--- src/rtl/zlib_stored_block_framer_assert.svh ---
// Assertion macros for the zlib stored-block framer.
// Used by the top level; expects aclk and aresetn in scope.
`ifndef ZLIB_STORED_BLOCK_FRAMER_ASSERT_SVH
`define ZLIB_STORED_BLOCK_FRAMER_ASSERT_SVH
`ifndef SYNTHESIS
`define ZSBF_ASSERT(label, prop, msg) \
    label: assert property (@(posedge aclk) disable iff (!aresetn) (prop)) else $error(msg);
`define ZSBF_ASSERT_NEXT(label, pre, post, msg) \
    label: assert property (@(posedge aclk) disable iff (!aresetn) (pre) |=> (post)) \
        else $error(msg);
`else
`define ZSBF_ASSERT(label, prop, msg)
`define ZSBF_ASSERT_NEXT(label, pre, post, msg)
`endif
`endif

--- src/rtl/zsbf_pkg.sv ---
// Shared types and constants of the zlib stored-block framer.
// No dependencies.
`default_nettype none
package zsbf_pkg;

    localparam int TOTAL_W   = 24;
    localparam int LIMIT_W   = 16;
    localparam int CFG_IDX_W = 2;
    localparam int CFG_DAT_W = 24;

    localparam logic [CFG_IDX_W-1:0] REG_TOTAL_LENGTH = 2'd0;
    localparam logic [CFG_IDX_W-1:0] REG_BLOCK_LIMIT  = 2'd1;

    localparam logic [TOTAL_W-1:0] TOTAL_RESET = 24'd1;
    localparam logic [LIMIT_W-1:0] LIMIT_RESET = 16'd16379;

    localparam logic [16:0] ADLER_MOD = 17'd65521;
    localparam logic [7:0]  ZLIB_CMF  = 8'h78;
    localparam logic [7:0]  ZLIB_FLG  = 8'h01;

    localparam int QUEUE_DEPTH = 4;
    localparam int QPTR_W      = $clog2(QUEUE_DEPTH);
    localparam int QCNT_W      = $clog2(QUEUE_DEPTH + 1);

    // One accepted byte, classified: which framing bytes surround it.
    typedef struct packed {
        logic [7:0]         data;
        logic               do_hdr;
        logic               do_blk;
        logic               blk_final;
        logic [LIMIT_W-1:0] blk_len;
        logic               data_bend;
        logic               do_trl;
        logic [15:0]        sum_high;
        logic [15:0]        sum_low;
    } job_t;

    typedef struct packed {
        logic              full;
        logic              empty;
        logic [QCNT_W-1:0] count;
    } q_stat_t;

endpackage
`default_nettype wire

--- src/rtl/zsbf_front.sv ---
// Front end: configuration registers, stream/block bookkeeping, Adler-32.
// Depends on zsbf_pkg.
`default_nettype none
module zsbf_front (
    input  wire logic                          aclk,
    input  wire logic                          aresetn,
    input  wire logic                          cfg_wr_en,
    input  wire logic [zsbf_pkg::CFG_IDX_W-1:0] cfg_index,
    input  wire logic [zsbf_pkg::CFG_DAT_W-1:0] cfg_wdata,
    input  wire logic                          accept,
    input  wire logic [7:0]                    data_byte,
    output zsbf_pkg::job_t                     job
);
    import zsbf_pkg::*;

    logic [TOTAL_W-1:0] total_len_reg;
    logic [LIMIT_W-1:0] block_lim_reg;
    logic               hdr_sent_reg, hdr_sent_next;
    logic [TOTAL_W-1:0] left_total_reg, left_total_next;
    logic [LIMIT_W-1:0] left_block_reg, left_block_next;
    logic [15:0]        sum_low_reg, sum_low_next;
    logic [15:0]        sum_high_reg, sum_high_next;

    logic [TOTAL_W-1:0] tot_eff, tot_dec;
    logic [LIMIT_W-1:0] blk_eff, blk_cur, blk_dec, lim, len;
    logic               new_blk;
    logic [15:0]        sl_base, sh_base;
    logic [16:0]        sl_sum, sh_sum;

    always_comb begin
        tot_eff = hdr_sent_reg ? left_total_reg
                : ((total_len_reg == '0) ? TOTAL_W'(1) : total_len_reg);
        blk_eff = hdr_sent_reg ? left_block_reg : '0;
        new_blk = (blk_eff == '0);
        lim     = (block_lim_reg == '0) ? LIMIT_W'(1) : block_lim_reg;
        len     = ({{(TOTAL_W-LIMIT_W){1'b0}}, lim} < tot_eff) ? lim
                : tot_eff[LIMIT_W-1:0];
        blk_cur = new_blk ? len : blk_eff;
        blk_dec = blk_cur - LIMIT_W'(1);
        tot_dec = tot_eff - TOTAL_W'(1);

        sl_base = hdr_sent_reg ? sum_low_reg  : 16'd1;
        sh_base = hdr_sent_reg ? sum_high_reg : 16'd0;
        sl_sum  = {1'b0, sl_base} + {9'd0, data_byte};
        if (sl_sum >= ADLER_MOD) sl_sum = sl_sum - ADLER_MOD;
        sh_sum  = {1'b0, sh_base} + sl_sum;
        if (sh_sum >= ADLER_MOD) sh_sum = sh_sum - ADLER_MOD;

        sum_low_next    = sl_sum[15:0];
        sum_high_next   = sh_sum[15:0];
        left_total_next = tot_dec;
        left_block_next = (tot_dec == '0) ? '0 : blk_dec;
        hdr_sent_next   = (tot_dec != '0);

        job.data      = data_byte;
        job.do_hdr    = !hdr_sent_reg;
        job.do_blk    = new_blk;
        job.blk_final = ({{(TOTAL_W-LIMIT_W){1'b0}}, len} == tot_eff);
        job.blk_len   = len;
        job.do_trl    = (tot_dec == '0);
        job.data_bend = (tot_dec != '0) && (blk_dec == '0);
        job.sum_high  = sh_sum[15:0];
        job.sum_low   = sl_sum[15:0];
    end

    always_ff @(posedge aclk) begin
        if (!aresetn) begin
            total_len_reg  <= TOTAL_RESET;
            block_lim_reg  <= LIMIT_RESET;
            hdr_sent_reg   <= 1'b0;
            left_total_reg <= '0;
            left_block_reg <= '0;
            sum_low_reg    <= 16'd1;
            sum_high_reg   <= 16'd0;
        end else begin
            if (cfg_wr_en) begin
                unique case (cfg_index)
                    REG_TOTAL_LENGTH: total_len_reg <= cfg_wdata[TOTAL_W-1:0];
                    REG_BLOCK_LIMIT:  block_lim_reg <= cfg_wdata[LIMIT_W-1:0];
                    default: ;
                endcase
            end
            if (accept) begin
                hdr_sent_reg   <= hdr_sent_next;
                left_total_reg <= left_total_next;
                left_block_reg <= left_block_next;
                sum_low_reg    <= sum_low_next;
                sum_high_reg   <= sum_high_next;
            end
        end
    end

endmodule
`default_nettype wire

--- src/rtl/zsbf_queue.sv ---
// Short job queue between the front and back ends.
// Depends on zsbf_pkg.
`default_nettype none
module zsbf_queue (
    input  wire logic      aclk,
    input  wire logic      aresetn,
    input  wire logic      push,
    input  wire zsbf_pkg::job_t push_job,
    input  wire logic      pop,
    output zsbf_pkg::job_t head_job,
    output zsbf_pkg::q_stat_t stat
);
    import zsbf_pkg::*;

    job_t              mem [QUEUE_DEPTH];
    logic [QPTR_W-1:0] wr_ptr_reg, rd_ptr_reg;
    logic [QCNT_W-1:0] count_reg;

    assign head_job   = mem[rd_ptr_reg];
    assign stat.count = count_reg;
    assign stat.full  = (count_reg == QCNT_W'(QUEUE_DEPTH));
    assign stat.empty = (count_reg == '0);

    always_ff @(posedge aclk) begin
        if (push) mem[wr_ptr_reg] <= push_job;
    end

    always_ff @(posedge aclk) begin
        if (!aresetn) begin
            wr_ptr_reg <= '0;
            rd_ptr_reg <= '0;
            count_reg  <= '0;
        end else begin
            if (push) wr_ptr_reg <= wr_ptr_reg + QPTR_W'(1);
            if (pop)  rd_ptr_reg <= rd_ptr_reg + QPTR_W'(1);
            case ({push, pop})
                2'b10:   count_reg <= count_reg + QCNT_W'(1);
                2'b01:   count_reg <= count_reg - QCNT_W'(1);
                default: ;
            endcase
        end
    end

endmodule
`default_nettype wire

--- src/rtl/zsbf_back.sv ---
// Back end: expands each job into zlib stream bytes, one per cycle while m_ready allows.
// Depends on zsbf_pkg.
`default_nettype none
module zsbf_back (
    input  wire logic       aclk,
    input  wire logic       aresetn,
    input  wire zsbf_pkg::job_t job,
    input  wire logic       job_valid,
    output logic            job_pop,
    output logic            m_valid,
    input  wire logic       m_ready,
    output logic [7:0]      m_out_byte,
    output logic            m_block_end,
    output logic            m_last,
    output logic            m_stream_end
);
    import zsbf_pkg::*;

    typedef enum logic [3:0] {
        ST_HDR0, ST_HDR1,
        ST_BLK0, ST_BLK1, ST_BLK2, ST_BLK3, ST_BLK4,
        ST_DATA,
        ST_TRL0, ST_TRL1, ST_TRL2, ST_TRL3
    } step_t;

    step_t       step_reg, step, step_nx;
    logic        mid_reg;
    logic        valid_reg;
    logic [7:0]  byte_reg;
    logic        bend_reg, last_reg, send_reg;
    logic        fire, done;
    logic [7:0]  out_b;
    logic [15:0] nlen;

    assign fire    = job_valid && (!valid_reg || m_ready);
    assign job_pop = fire && done;
    assign nlen    = ~job.blk_len;

    always_comb begin
        if (mid_reg)         step = step_reg;
        else if (job.do_hdr) step = ST_HDR0;
        else if (job.do_blk) step = ST_BLK0;
        else                 step = ST_DATA;

        step_nx = step;
        out_b   = job.data;
        done    = 1'b0;
        unique case (step)
            ST_HDR0: begin out_b = ZLIB_CMF; step_nx = ST_HDR1; end
            ST_HDR1: begin
                out_b   = ZLIB_FLG;
                step_nx = job.do_blk ? ST_BLK0 : ST_DATA;
            end
            ST_BLK0: begin out_b = {7'd0, job.blk_final}; step_nx = ST_BLK1; end
            ST_BLK1: begin out_b = job.blk_len[7:0];       step_nx = ST_BLK2; end
            ST_BLK2: begin out_b = job.blk_len[15:8];      step_nx = ST_BLK3; end
            ST_BLK3: begin out_b = nlen[7:0];              step_nx = ST_BLK4; end
            ST_BLK4: begin out_b = nlen[15:8];             step_nx = ST_DATA; end
            ST_DATA: begin
                out_b   = job.data;
                step_nx = ST_TRL0;
                done    = !job.do_trl;
            end
            ST_TRL0: begin out_b = job.sum_high[15:8]; step_nx = ST_TRL1; end
            ST_TRL1: begin out_b = job.sum_high[7:0];  step_nx = ST_TRL2; end
            ST_TRL2: begin out_b = job.sum_low[15:8];  step_nx = ST_TRL3; end
            ST_TRL3: begin out_b = job.sum_low[7:0];   done = 1'b1; end
            default: ;
        endcase
    end

    always_ff @(posedge aclk) begin
        if (!aresetn) begin
            step_reg  <= ST_HDR0;
            mid_reg   <= 1'b0;
            valid_reg <= 1'b0;
        end else begin
            if (fire) begin
                valid_reg <= 1'b1;
                byte_reg  <= out_b;
                bend_reg  <= (step == ST_DATA && job.data_bend) || (step == ST_TRL3);
                last_reg  <= done;
                send_reg  <= (step == ST_TRL3);
                mid_reg   <= !done;
                step_reg  <= step_nx;
            end else if (m_ready) begin
                valid_reg <= 1'b0;
            end
        end
    end

    assign m_valid      = valid_reg;
    assign m_out_byte   = byte_reg;
    assign m_block_end  = bend_reg;
    assign m_last       = last_reg;
    assign m_stream_end = send_reg;

endmodule
`default_nettype wire

--- src/rtl/zlib_stored_block_framer.sv ---
// Top level of the zlib stored-block framer: front end, job queue, back end.
// Depends on zsbf_pkg, zsbf_front, zsbf_queue, zsbf_back and the assert header.
//
//   channel | ports                                        | direction
//   --------+----------------------------------------------+----------
//   input   | s_valid s_ready s_data_byte                  | in
//   result  | m_valid m_ready m_out_byte m_block_end       | out
//           | m_last m_stream_end                          |
//   config  | cfg_wr_en cfg_index cfg_wdata                | in
//
// Each accepted byte becomes one job in a four-deep queue; the back end sends
// one stream byte per cycle while m_ready allows, so a job yields 1 to 12 bytes
// (1 for a plain data byte, +2 for the zlib header, +5 for a block header, +4
// for the Adler-32 trailer). Output bandwidth of the single byte lane sets the
// rate. The front end takes a byte every cycle while the queue has room.
// Synchronous active-low reset empties the queue and restarts the stream.
// A stalled m_ready holds the output register; the queue absorbs input beats.
`default_nettype none
`include "zlib_stored_block_framer_assert.svh"
module zlib_stored_block_framer (
    input  wire logic                           aclk,
    input  wire logic                           aresetn,
    input  wire logic                           cfg_wr_en,
    input  wire logic [zsbf_pkg::CFG_IDX_W-1:0] cfg_index,
    input  wire logic [zsbf_pkg::CFG_DAT_W-1:0] cfg_wdata,
    input  wire logic                           s_valid,
    output logic                                s_ready,
    input  wire logic [7:0]                     s_data_byte,
    output logic                                m_valid,
    input  wire logic                           m_ready,
    output logic [7:0]                          m_out_byte,
    output logic                                m_block_end,
    output logic                                m_last,
    output logic                                m_stream_end
);
    import zsbf_pkg::*;

    job_t    new_job, head_job;
    q_stat_t q_stat;
    logic    accept, job_pop;

    // Take a beat whenever the queue has a free slot.
    assign s_ready = !q_stat.full;
    assign accept  = s_valid && s_ready;

    zsbf_front u_front (
        .aclk      (aclk),
        .aresetn   (aresetn),
        .cfg_wr_en (cfg_wr_en),
        .cfg_index (cfg_index),
        .cfg_wdata (cfg_wdata),
        .accept    (accept),
        .data_byte (s_data_byte),
        .job       (new_job)
    );

    zsbf_queue u_queue (
        .aclk     (aclk),
        .aresetn  (aresetn),
        .push     (accept),
        .push_job (new_job),
        .pop      (job_pop),
        .head_job (head_job),
        .stat     (q_stat)
    );

    zsbf_back u_back (
        .aclk         (aclk),
        .aresetn      (aresetn),
        .job          (head_job),
        .job_valid    (!q_stat.empty),
        .job_pop      (job_pop),
        .m_valid      (m_valid),
        .m_ready      (m_ready),
        .m_out_byte   (m_out_byte),
        .m_block_end  (m_block_end),
        .m_last       (m_last),
        .m_stream_end (m_stream_end)
    );

    // Trailer's final byte always closes the block and the job.
    `ZSBF_ASSERT(a_stream_end_closes, !(m_valid && m_stream_end) || (m_last && m_block_end), "stream end without last/block_end")
    // Never pop an empty queue.
    `ZSBF_ASSERT(a_no_underflow, !(job_pop && q_stat.empty), "job queue underflow")
    // Count moves by one on a lone push.
    `ZSBF_ASSERT_NEXT(a_push_count, accept && !job_pop, q_stat.count == $past(q_stat.count) + 1'b1, "queue count did not advance")

endmodule
`default_nettype wire
--- config.mk ---
export PLATFORM = sky130hd
export DESIGN_NAME = zlib_stored_block_framer
export DESIGN_NICKNAME = d
export VERILOG_FILES = /design/src/rtl/zsbf_pkg.sv /design/src/rtl/zsbf_front.sv /design/src/rtl/zsbf_queue.sv /design/src/rtl/zsbf_back.sv /design/src/rtl/zlib_stored_block_framer.sv
export VERILOG_INCLUDE_DIRS = /design/src /design/src/rtl
export SDC_FILE = /design/constraint.sdc
export NUM_CORES = 1
export LEC_CHECK = 0
export BUFFER_PORTS_ARGS = -buffer_cell sky130_fd_sc_hd__buf_4
export CAP_MARGIN = 25
export CORE_MARGIN = 5
export CORE_UTILIZATION = 40
export CTS_BUF_LIST = sky130_fd_sc_hd__clkbuf_8
export DETAILED_ROUTE_END_ITERATION = 7
export PLACE_DENSITY = 0.56
export SLEW_MARGIN = 30
export SYNTH_ARGS = -nofsm -noshare
export SYNTH_HDL_FRONTEND = slang
export SYNTH_HIERARCHICAL = 1
export SYNTH_SLANG_ARGS = --single-unit
--- constraint.sdc ---
create_clock -name aclk -period 10.91 [get_ports aclk]
set_input_delay 1.6365 -clock aclk [delete_from_list [all_inputs] [get_ports aclk]]
set_output_delay 1.6365 -clock aclk [all_outputs]
set_load 0.05 [all_outputs]
==> impl_metrics.tcl, run 1 <==
set metrics [dict create \
    status "finished, final reports clean" \
    finalHoldViolCount 0 \
    antenna_left 0 \
    switching_share 0.3052 \
    p_int_mw 2.631 \
    drt_iter0_drc 1307 \
    grt.busiest_layer "met2" \
    start_util 0.4045 \
    cts_hold_repair.buffers 0 \
    htreeDepth 3 \
    holdPathStages 2 \
    tritoncts "built" \
    die_h_um 238.2 \
    arrival_ns 8.77 \
    cts_buffers 70 \
    syn_area_per_cell_um2 11.15 \
    drv_slew 0 \
    clockRootBuffer "clkbuf_8" \
    p_leak_nw 8.058 \
    synthesis.instances 1869 \
    die_w_um 238.2 \
    drc_errors 0 \
    grt-ovfl-total 0 \
    final_area_um2 22870 \
    post_cts_resize_count 0 \
    cts_buffer_depth 3 \
    total_power_mw 3.787 \
    grt_pass1_vias 14810 \
    post-cts-setup-buffers 0 \
    hold_path.class "flip-flop to flip-flop" \
    clk-insertion-delay-late_ns 0.65 \
    placed_cell_area_um2 21550 \
    utilization 0.4440 \
    skew_ns 0.03971 \
    die_area_um2 56750 \
    finalWorstSetupSlack_ns 2.540 \
    hold_slack_ns 0.4856 \
    yosysWarnings 6 \
    max_slew_margin 0.3280 \
    p_comb_frac 0.196 \
    end_kind "flip-flop" \
    synth_edf_count 255 \
    period_share 0.7672 \
    switching_power_mw 1.156 \
    path_clk_slew_ns 0.05 \
    p_clk_frac 0.343 \
    place_ws_ns 2.073 \
    drive_gt1_frac 0.1633 \
    gr-usage-met2 0.3045 \
    antenna_found_initial 2 \
    ys_ff_latch 383 \
    fmax_mhz 119.5 \
    rows 83 \
    track_usage 0.1987 \
    nNetsFinal 1981 \
    vdd_ir_drop_max_mv 0.08550 \
    synth_fp_nets 1963 \
    grt_setup_unrepaired "false" \
    ys_async_sr_fraction 0 \
    gp_congestion 0.9123 \
    grt_max_degree 70 \
    io_pins 52 \
    wirelength_um 57730 \
    power_density_nw_per_um2 165.6 \
    crit_type "primary input to flip-flop" \
    crit_path_start_kind "primary input" \
    met3_usage 0.04045 \
    worstPathRequired_ns 11.31 \
    grt_pass1_wl_um 88350 \
    fin_cells 2622 \
    drt_first_pass_iters 5 \
    dpl.hpwl_um 38820 \
    yosys.cell_types.count 110 \
    num_vias 15150 \
    maxCapViolCount 0 \
    portBuffers 51 \
    finalCriticalPeriod_ns 8.370 \
    worstMarginPinSlew_ns 1.008 \
    setup_viol 0 \
    largest_reg_flops 244 \
    grt_use_met1 0.2860 \
    wire_per_inst_um 22.02 \
    dp.cells 2495 \
    clock_sinks 383 \
    drt-vias-per-instance 5.777 \
    synthFlopType "edfxtp_1" \
    reg2reg_depth 26 \
    cp_max_fo 8 \
    yosysSeqAreaShare 0.4905 \
    fin_setup_tns_ns 0 \
    pwr-share-seq 0.461 \
    syn_area_um2 20830 \
    design.core.area_um2 51510 \
    area_growth_pct 9.776 \
]
[Yosys cell counts (all sizes together), types with 51 or more instances]
master,instances,area share
a21oi,104,0.026
and2,53,0.016
buf,51,0.021
clkbuf,80,0.014
dfxtp,128,0.12
edfxtp,255,0.37
ha,52,0.031
mux4,61,0.066
nand2,199,0.036
nand3,75,0.019
nor2,120,0.022
o21ai,64,0.015
xnor2,61,0.026
[area by class of cell]
class	instances	area, um^2
diodes	1	2.502
well taps	680	850.8
flip-flops and latches	383	10230
multi-input cells	1313	9724
clock inverters	52	296.5
fillers	4877	28640
inverters	41	153.9
repair buffers	78	596.8
clock buffers	74	1018
[metal layers]
metal	routed length [um]	part of all wire	vias to the layer above
met5	0	0	-
met4	1590	0.028	0
met3	3227	0.056	96
met2	25820	0.45	448
met1	27090	0.47	7535
li1	-	-	7068
[power by group through the flow]
stage,logic [mW],registers (mW),clock network [mW]
floorplan,0.546,1.76,0
global placement,0.725,1.77,0
detailed placement,0.734,1.77,0
CTS,0.737,1.74,1.35
global route,0.807,1.75,1.41
finish,0.742,1.75,1.30
[cells in the final DEF, fill, tap and decap left out, types with 7 or more instances in the layout]
master	netlist	layout
edfxtp_1	255	255
nand2_1	197	197
dfxtp_1	128	125
nor2_1	118	117
a21oi_1	100	100
buf_4	9	75
clkbuf_8	0	74
nand3_1	74	74
inv_1	37	64
xnor2_1	61	61
mux4_2	60	60
o21ai_0	53	53
ha_1	52	52
and2_1	53	49
nor3_1	46	46
xor2_1	44	44
mux2i_1	36	36
o211ai_1	32	32
nand4_1	22	22
a31oi_1	20	20
nand2b_1	17	17
a21o_1	16	16
o21a_1	16	16
and3_1	16	16
nor4_1	15	15
a32oi_1	14	14
nor2b_1	14	13
a211oi_1	13	13
o21ai_1	11	11
o22ai_1	10	10
clkinv_2	0	9
mux2_2	9	9
o2bb2ai_1	9	9
mux2i_2	9	9
or3_1	8	8
a41oi_1	7	7
[critical path, cell delays in order]
cell       delay, ns
buf_4           0.11
ha_1            0.17
inv_1           0.06
fa_1            0.40
nor2b_1         0.13
o21ai_1         0.08
a21oi_1         0.29
o211a_1         0.29
o2111ai_1       0.15
mux2_2          0.30
a221oi_2        0.33
nand4_1         0.31
nand2_1         0.31
xnor2_1         0.21
ha_1            0.28
fa_1            0.44
a21o_1          0.21
a21o_1          0.20
a221oi_1        0.30
o21bai_1        0.12
xor2_1          0.34
nand4b_1        0.33
nor3_2          0.34
nand4_1         0.25
or3_1           0.58
a21oi_1         0.22
xor2_1          0.36
[path summary, 6_finish.rpt]
check | start | end | slack (ns)
setup / recovery | s_data_byte[0] | u_queue/mem[3][24]$_DFFE_PP_ | 2.54
hold / removal | u_front/left_block_reg[0]$_SDFFE_PN0P_ | u_front/left_block_reg[0]$_SDFFE_PN0P_ | 0.49
setup reg to reg | u_front/hdr_sent_reg$_SDFFE_PN0P_ | u_queue/mem[3][24]$_DFFE_PP_ | 2.66
hold reg to reg | u_front/left_block_reg[0]$_SDFFE_PN0P_ | u_front/left_block_reg[0]$_SDFFE_PN0P_ | 0.49
[kinds of logic (layout without fill, tap and decap cells)]
group / Yosys count / in the layout / synth area share
buffers and inverters: 173 / 245 / 0.04372
flip-flops: 383 / 383 / 0.4905
AND/OR/NAND/NOR: 637 / 637 / 0.1560
multiplexers: 117 / 117 / 0.09639
AO/OA/AOI/OAI: 399 / 399 / 0.1352
other: 0 / 1 / 0
adder cells (fa/ha/maj): 55 / 55 / 0.03411
XOR/XNOR: 105 / 105 / 0.04414
No activity file was read; power rests on OpenSTA's default activity.
==> run 2: changes to the inputs <==
--- a/config.mk
+++ b/config.mk
@@ -12,7 +12,7 @@
 export CORE_UTILIZATION = 40
 export CTS_BUF_LIST = sky130_fd_sc_hd__clkbuf_8
 export DETAILED_ROUTE_END_ITERATION = 7
-export PLACE_DENSITY = 0.56
+export PLACE_DENSITY = 0.58
 export SLEW_MARGIN = 30
 export SYNTH_ARGS = -nofsm -noshare
 export SYNTH_HDL_FRONTEND = slang
==> constraint.sdc (replaced) <==
create_clock -name aclk -period 7.2 [get_ports aclk]
set_input_delay 1.08 -clock aclk [delete_from_list [all_inputs] [get_ports aclk]]
set_output_delay 1.08 -clock aclk [all_outputs]
set_load 0.05 [all_outputs]
==> impl_metrics.tcl, run 2 (synthesis gave the netlist of run 1 again) <==
set metrics [dict create \
    drt_first_pass_iters 7 \
    drt_iter0_drc 1173 \
    setup_viol 0 \
    grt-ovfl-total 0 \
    portBuffers 51 \
    hp-start "u_front/sum_low_reg[13]$_SDFFE_PN0P_" \
    design.core.area_um2 51510 \
    r2r-end "u_queue/mem[1][25]$_DFFE_PP_" \
    grt_pass1_vias 15180 \
    die_h_um 238.2 \
    r2r-start "u_front/hdr_sent_reg$_SDFFE_PN0P_" \
    antenna_found_initial 0 \
    drc_errors 0 \
    gr-usage-met2 0.3390 \
    cp_max_fo 22 \
    maxCapViolCount 0 \
    p_leak_nw 8.380 \
    vdd_ir_drop_max_mv 0.1159 \
    final_area_um2 23470 \
    max_slew_margin 0.3472 \
    clk-insertion-delay-late_ns 0.64 \
    period_share 0.9203 \
    reg2reg_depth 26 \
    hold_path.class "flip-flop to flip-flop" \
    grt_use_met1 0.2756 \
    final_common_cell "edfxtp_1" \
    post_cts_resize_count 0 \
    fill_cells 4775 \
    cts_buffers 67 \
    p_comb_frac 0.207 \
    clock_sinks 383 \
    drv_slew 0 \
    tritoncts "built" \
    r2r_slack_ns 0.57 \
    crit_type "flip-flop to flip-flop" \
    post-cts-setup-buffers 0 \
    dpl.hpwl_um 41260 \
    switching_power_mw 1.755 \
    p_int_mw 4.088 \
    track_usage 0.2054 \
    grt_pass1_wl_um 91100 \
    pwr-share-seq 0.451 \
    rows 83 \
    area_growth_pct 12.64 \
    start_util 0.4045 \
    multi_input_area_um2 9802 \
    gp_congestion 0.9581 \
    htreeDepth 3 \
    arrival_ns 6.98 \
    finalCriticalPeriod_ns 6.626 \
    grt.busiest_layer "met2" \
    num_vias 15390 \
    drt-vias-per-instance 5.745 \
    worstPathRequired_ns 7.55 \
    fmax_mhz 150.9 \
    die_w_um 238.2 \
    antenna_left 0 \
    drive_gt1_frac 0.1972 \
    holdPathStages 2 \
    wirelength_um 58860 \
    total_power_mw 5.843 \
    layout_common_cells "edfxtp_1, nand2_1, buf_4" \
    min_to "u_front/sum_low_reg[13]$_SDFFE_PN0P_" \
    cts_hold_repair.buffers 0 \
    met3_usage 0.03167 \
    crit_path_start_kind "flip-flop" \
    clockRootBuffer "clkbuf_8" \
    placed_cell_area_um2 22130 \
    nNetsFinal 2039 \
    worstMarginPinSlew_ns 0.9792 \
    die_area_um2 56750 \
    wire_per_inst_um 21.98 \
    path_clk_slew_ns 0.06 \
    status "finished, final reports clean" \
    power_density_nw_per_um2 249.0 \
    p_clk_frac 0.342 \
    cts_buffer_depth 3 \
    register_area_um2 10230 \
    skew_ns 0.02595 \
    io_pins 52 \
    largest_reg_flops 244 \
    finalHoldViolCount 0 \
    grt_max_degree 71 \
    grt_setup_unrepaired "false" \
    end_kind "flip-flop" \
    diodes 0 \
    switching_share 0.3004 \
]
run 2: cell type report:
cell class              count  share of cell area
flip-flops and latches    383              0.4358
multi-input cells        1313              0.4177
repair buffers            139             0.04670
clock buffers              77             0.04516
well taps                 680             0.03625
clock inverters            45             0.01184
inverters                  41            0.006558
run 2: power by group through the flow:
stage               logic, mW  registers, mW  clock network [mW]
global placement         1.17           2.68                   0
global route             1.31           2.65                2.17
finish                   1.21           2.64                2.00
detailed placement       1.20           2.68                   0
CTS                      1.20           2.64                2.05
floorplan               0.837           2.66                   0
run 2: worst max-delay path, cell delays in order, from the launching register on:
cell      delay [ns]
dfxtp_4         0.53
nand2_2         0.12
inv_1           0.08
ha_1            0.22
a21o_1          0.17
a21oi_2         0.21
nor2_1          0.09
o31ai_1         0.45
nand2_1         0.11
a21o_1          0.18
a211oi_1        0.35
nand4_1         0.21
nand2_2         0.20
or2_2           0.15
nand2_1         0.13
ha_1            0.33
a21o_1          0.18
a21o_1          0.22
a211o_1         0.36
a31oi_1         0.24
xnor2_1         0.17
nand4b_1        0.21
nor3_2          0.23
nand4_1         0.21
or2_1           0.44
a211oi_1        0.36
xnor2_1         0.17
run 2: stage by stage:
stage / TNS (ns) / util / hold WS, ns / setup slack (ns) / instances
after CTS: 0 / 0.4556 / 0.4862 / 0.6300 / 2678
after global routing: 0 / 0.4556 / 0.5206 / 0.04650 / 2678
after global placement: 0 / 0.4282 / 0.4694 / 0.1707 / 2553
final: 0 / 0.4556 / 0.4852 / 0.5742 / 2678
after floorplan: -0.8287 / - / 0.4488 / -0.1110 / 1869
after detailed placement: 0 / 0.4297 / 0.4775 / 0.06119 / 2556
run 2: worst max path at each step:
stage / startpoint / endpoint / slack, ns / cells past startpoint
after global routing: u_front/hdr_sent_reg$_SDFFE_PN0P_ / u_queue/mem[1][25]$_DFFE_PP_ / 0.05 / 26
after floorplan: u_front/hdr_sent_reg$_SDFFE_PN0P_ / u_queue/mem[0][21]$_DFFE_PP_ / -0.11 / 36
final: u_front/hdr_sent_reg$_SDFFE_PN0P_ / u_queue/mem[1][25]$_DFFE_PP_ / 0.57 / 26
after global placement: s_data_byte[0] / u_queue/mem[2][21]$_DFFE_PP_ / 0.17 / 27
after CTS: u_front/hdr_sent_reg$_SDFFE_PN0P_ / u_queue/mem[1][25]$_DFFE_PP_ / 0.63 / 26
after detailed placement: s_data_byte[0] / u_queue/mem[3][25]$_DFFE_PP_ / 0.06 / 27
run 2: per-layer routing:
| layer | vias to the layer above | share of wire |
|---|---|---|
| met2 | 492 | 0.48 |
| li1 | 7177 | - |
| met1 | 7599 | 0.44 |
| met5 | - | 0 |
| met4 | 0 | 0.034 |
| met3 | 118 | 0.049 |
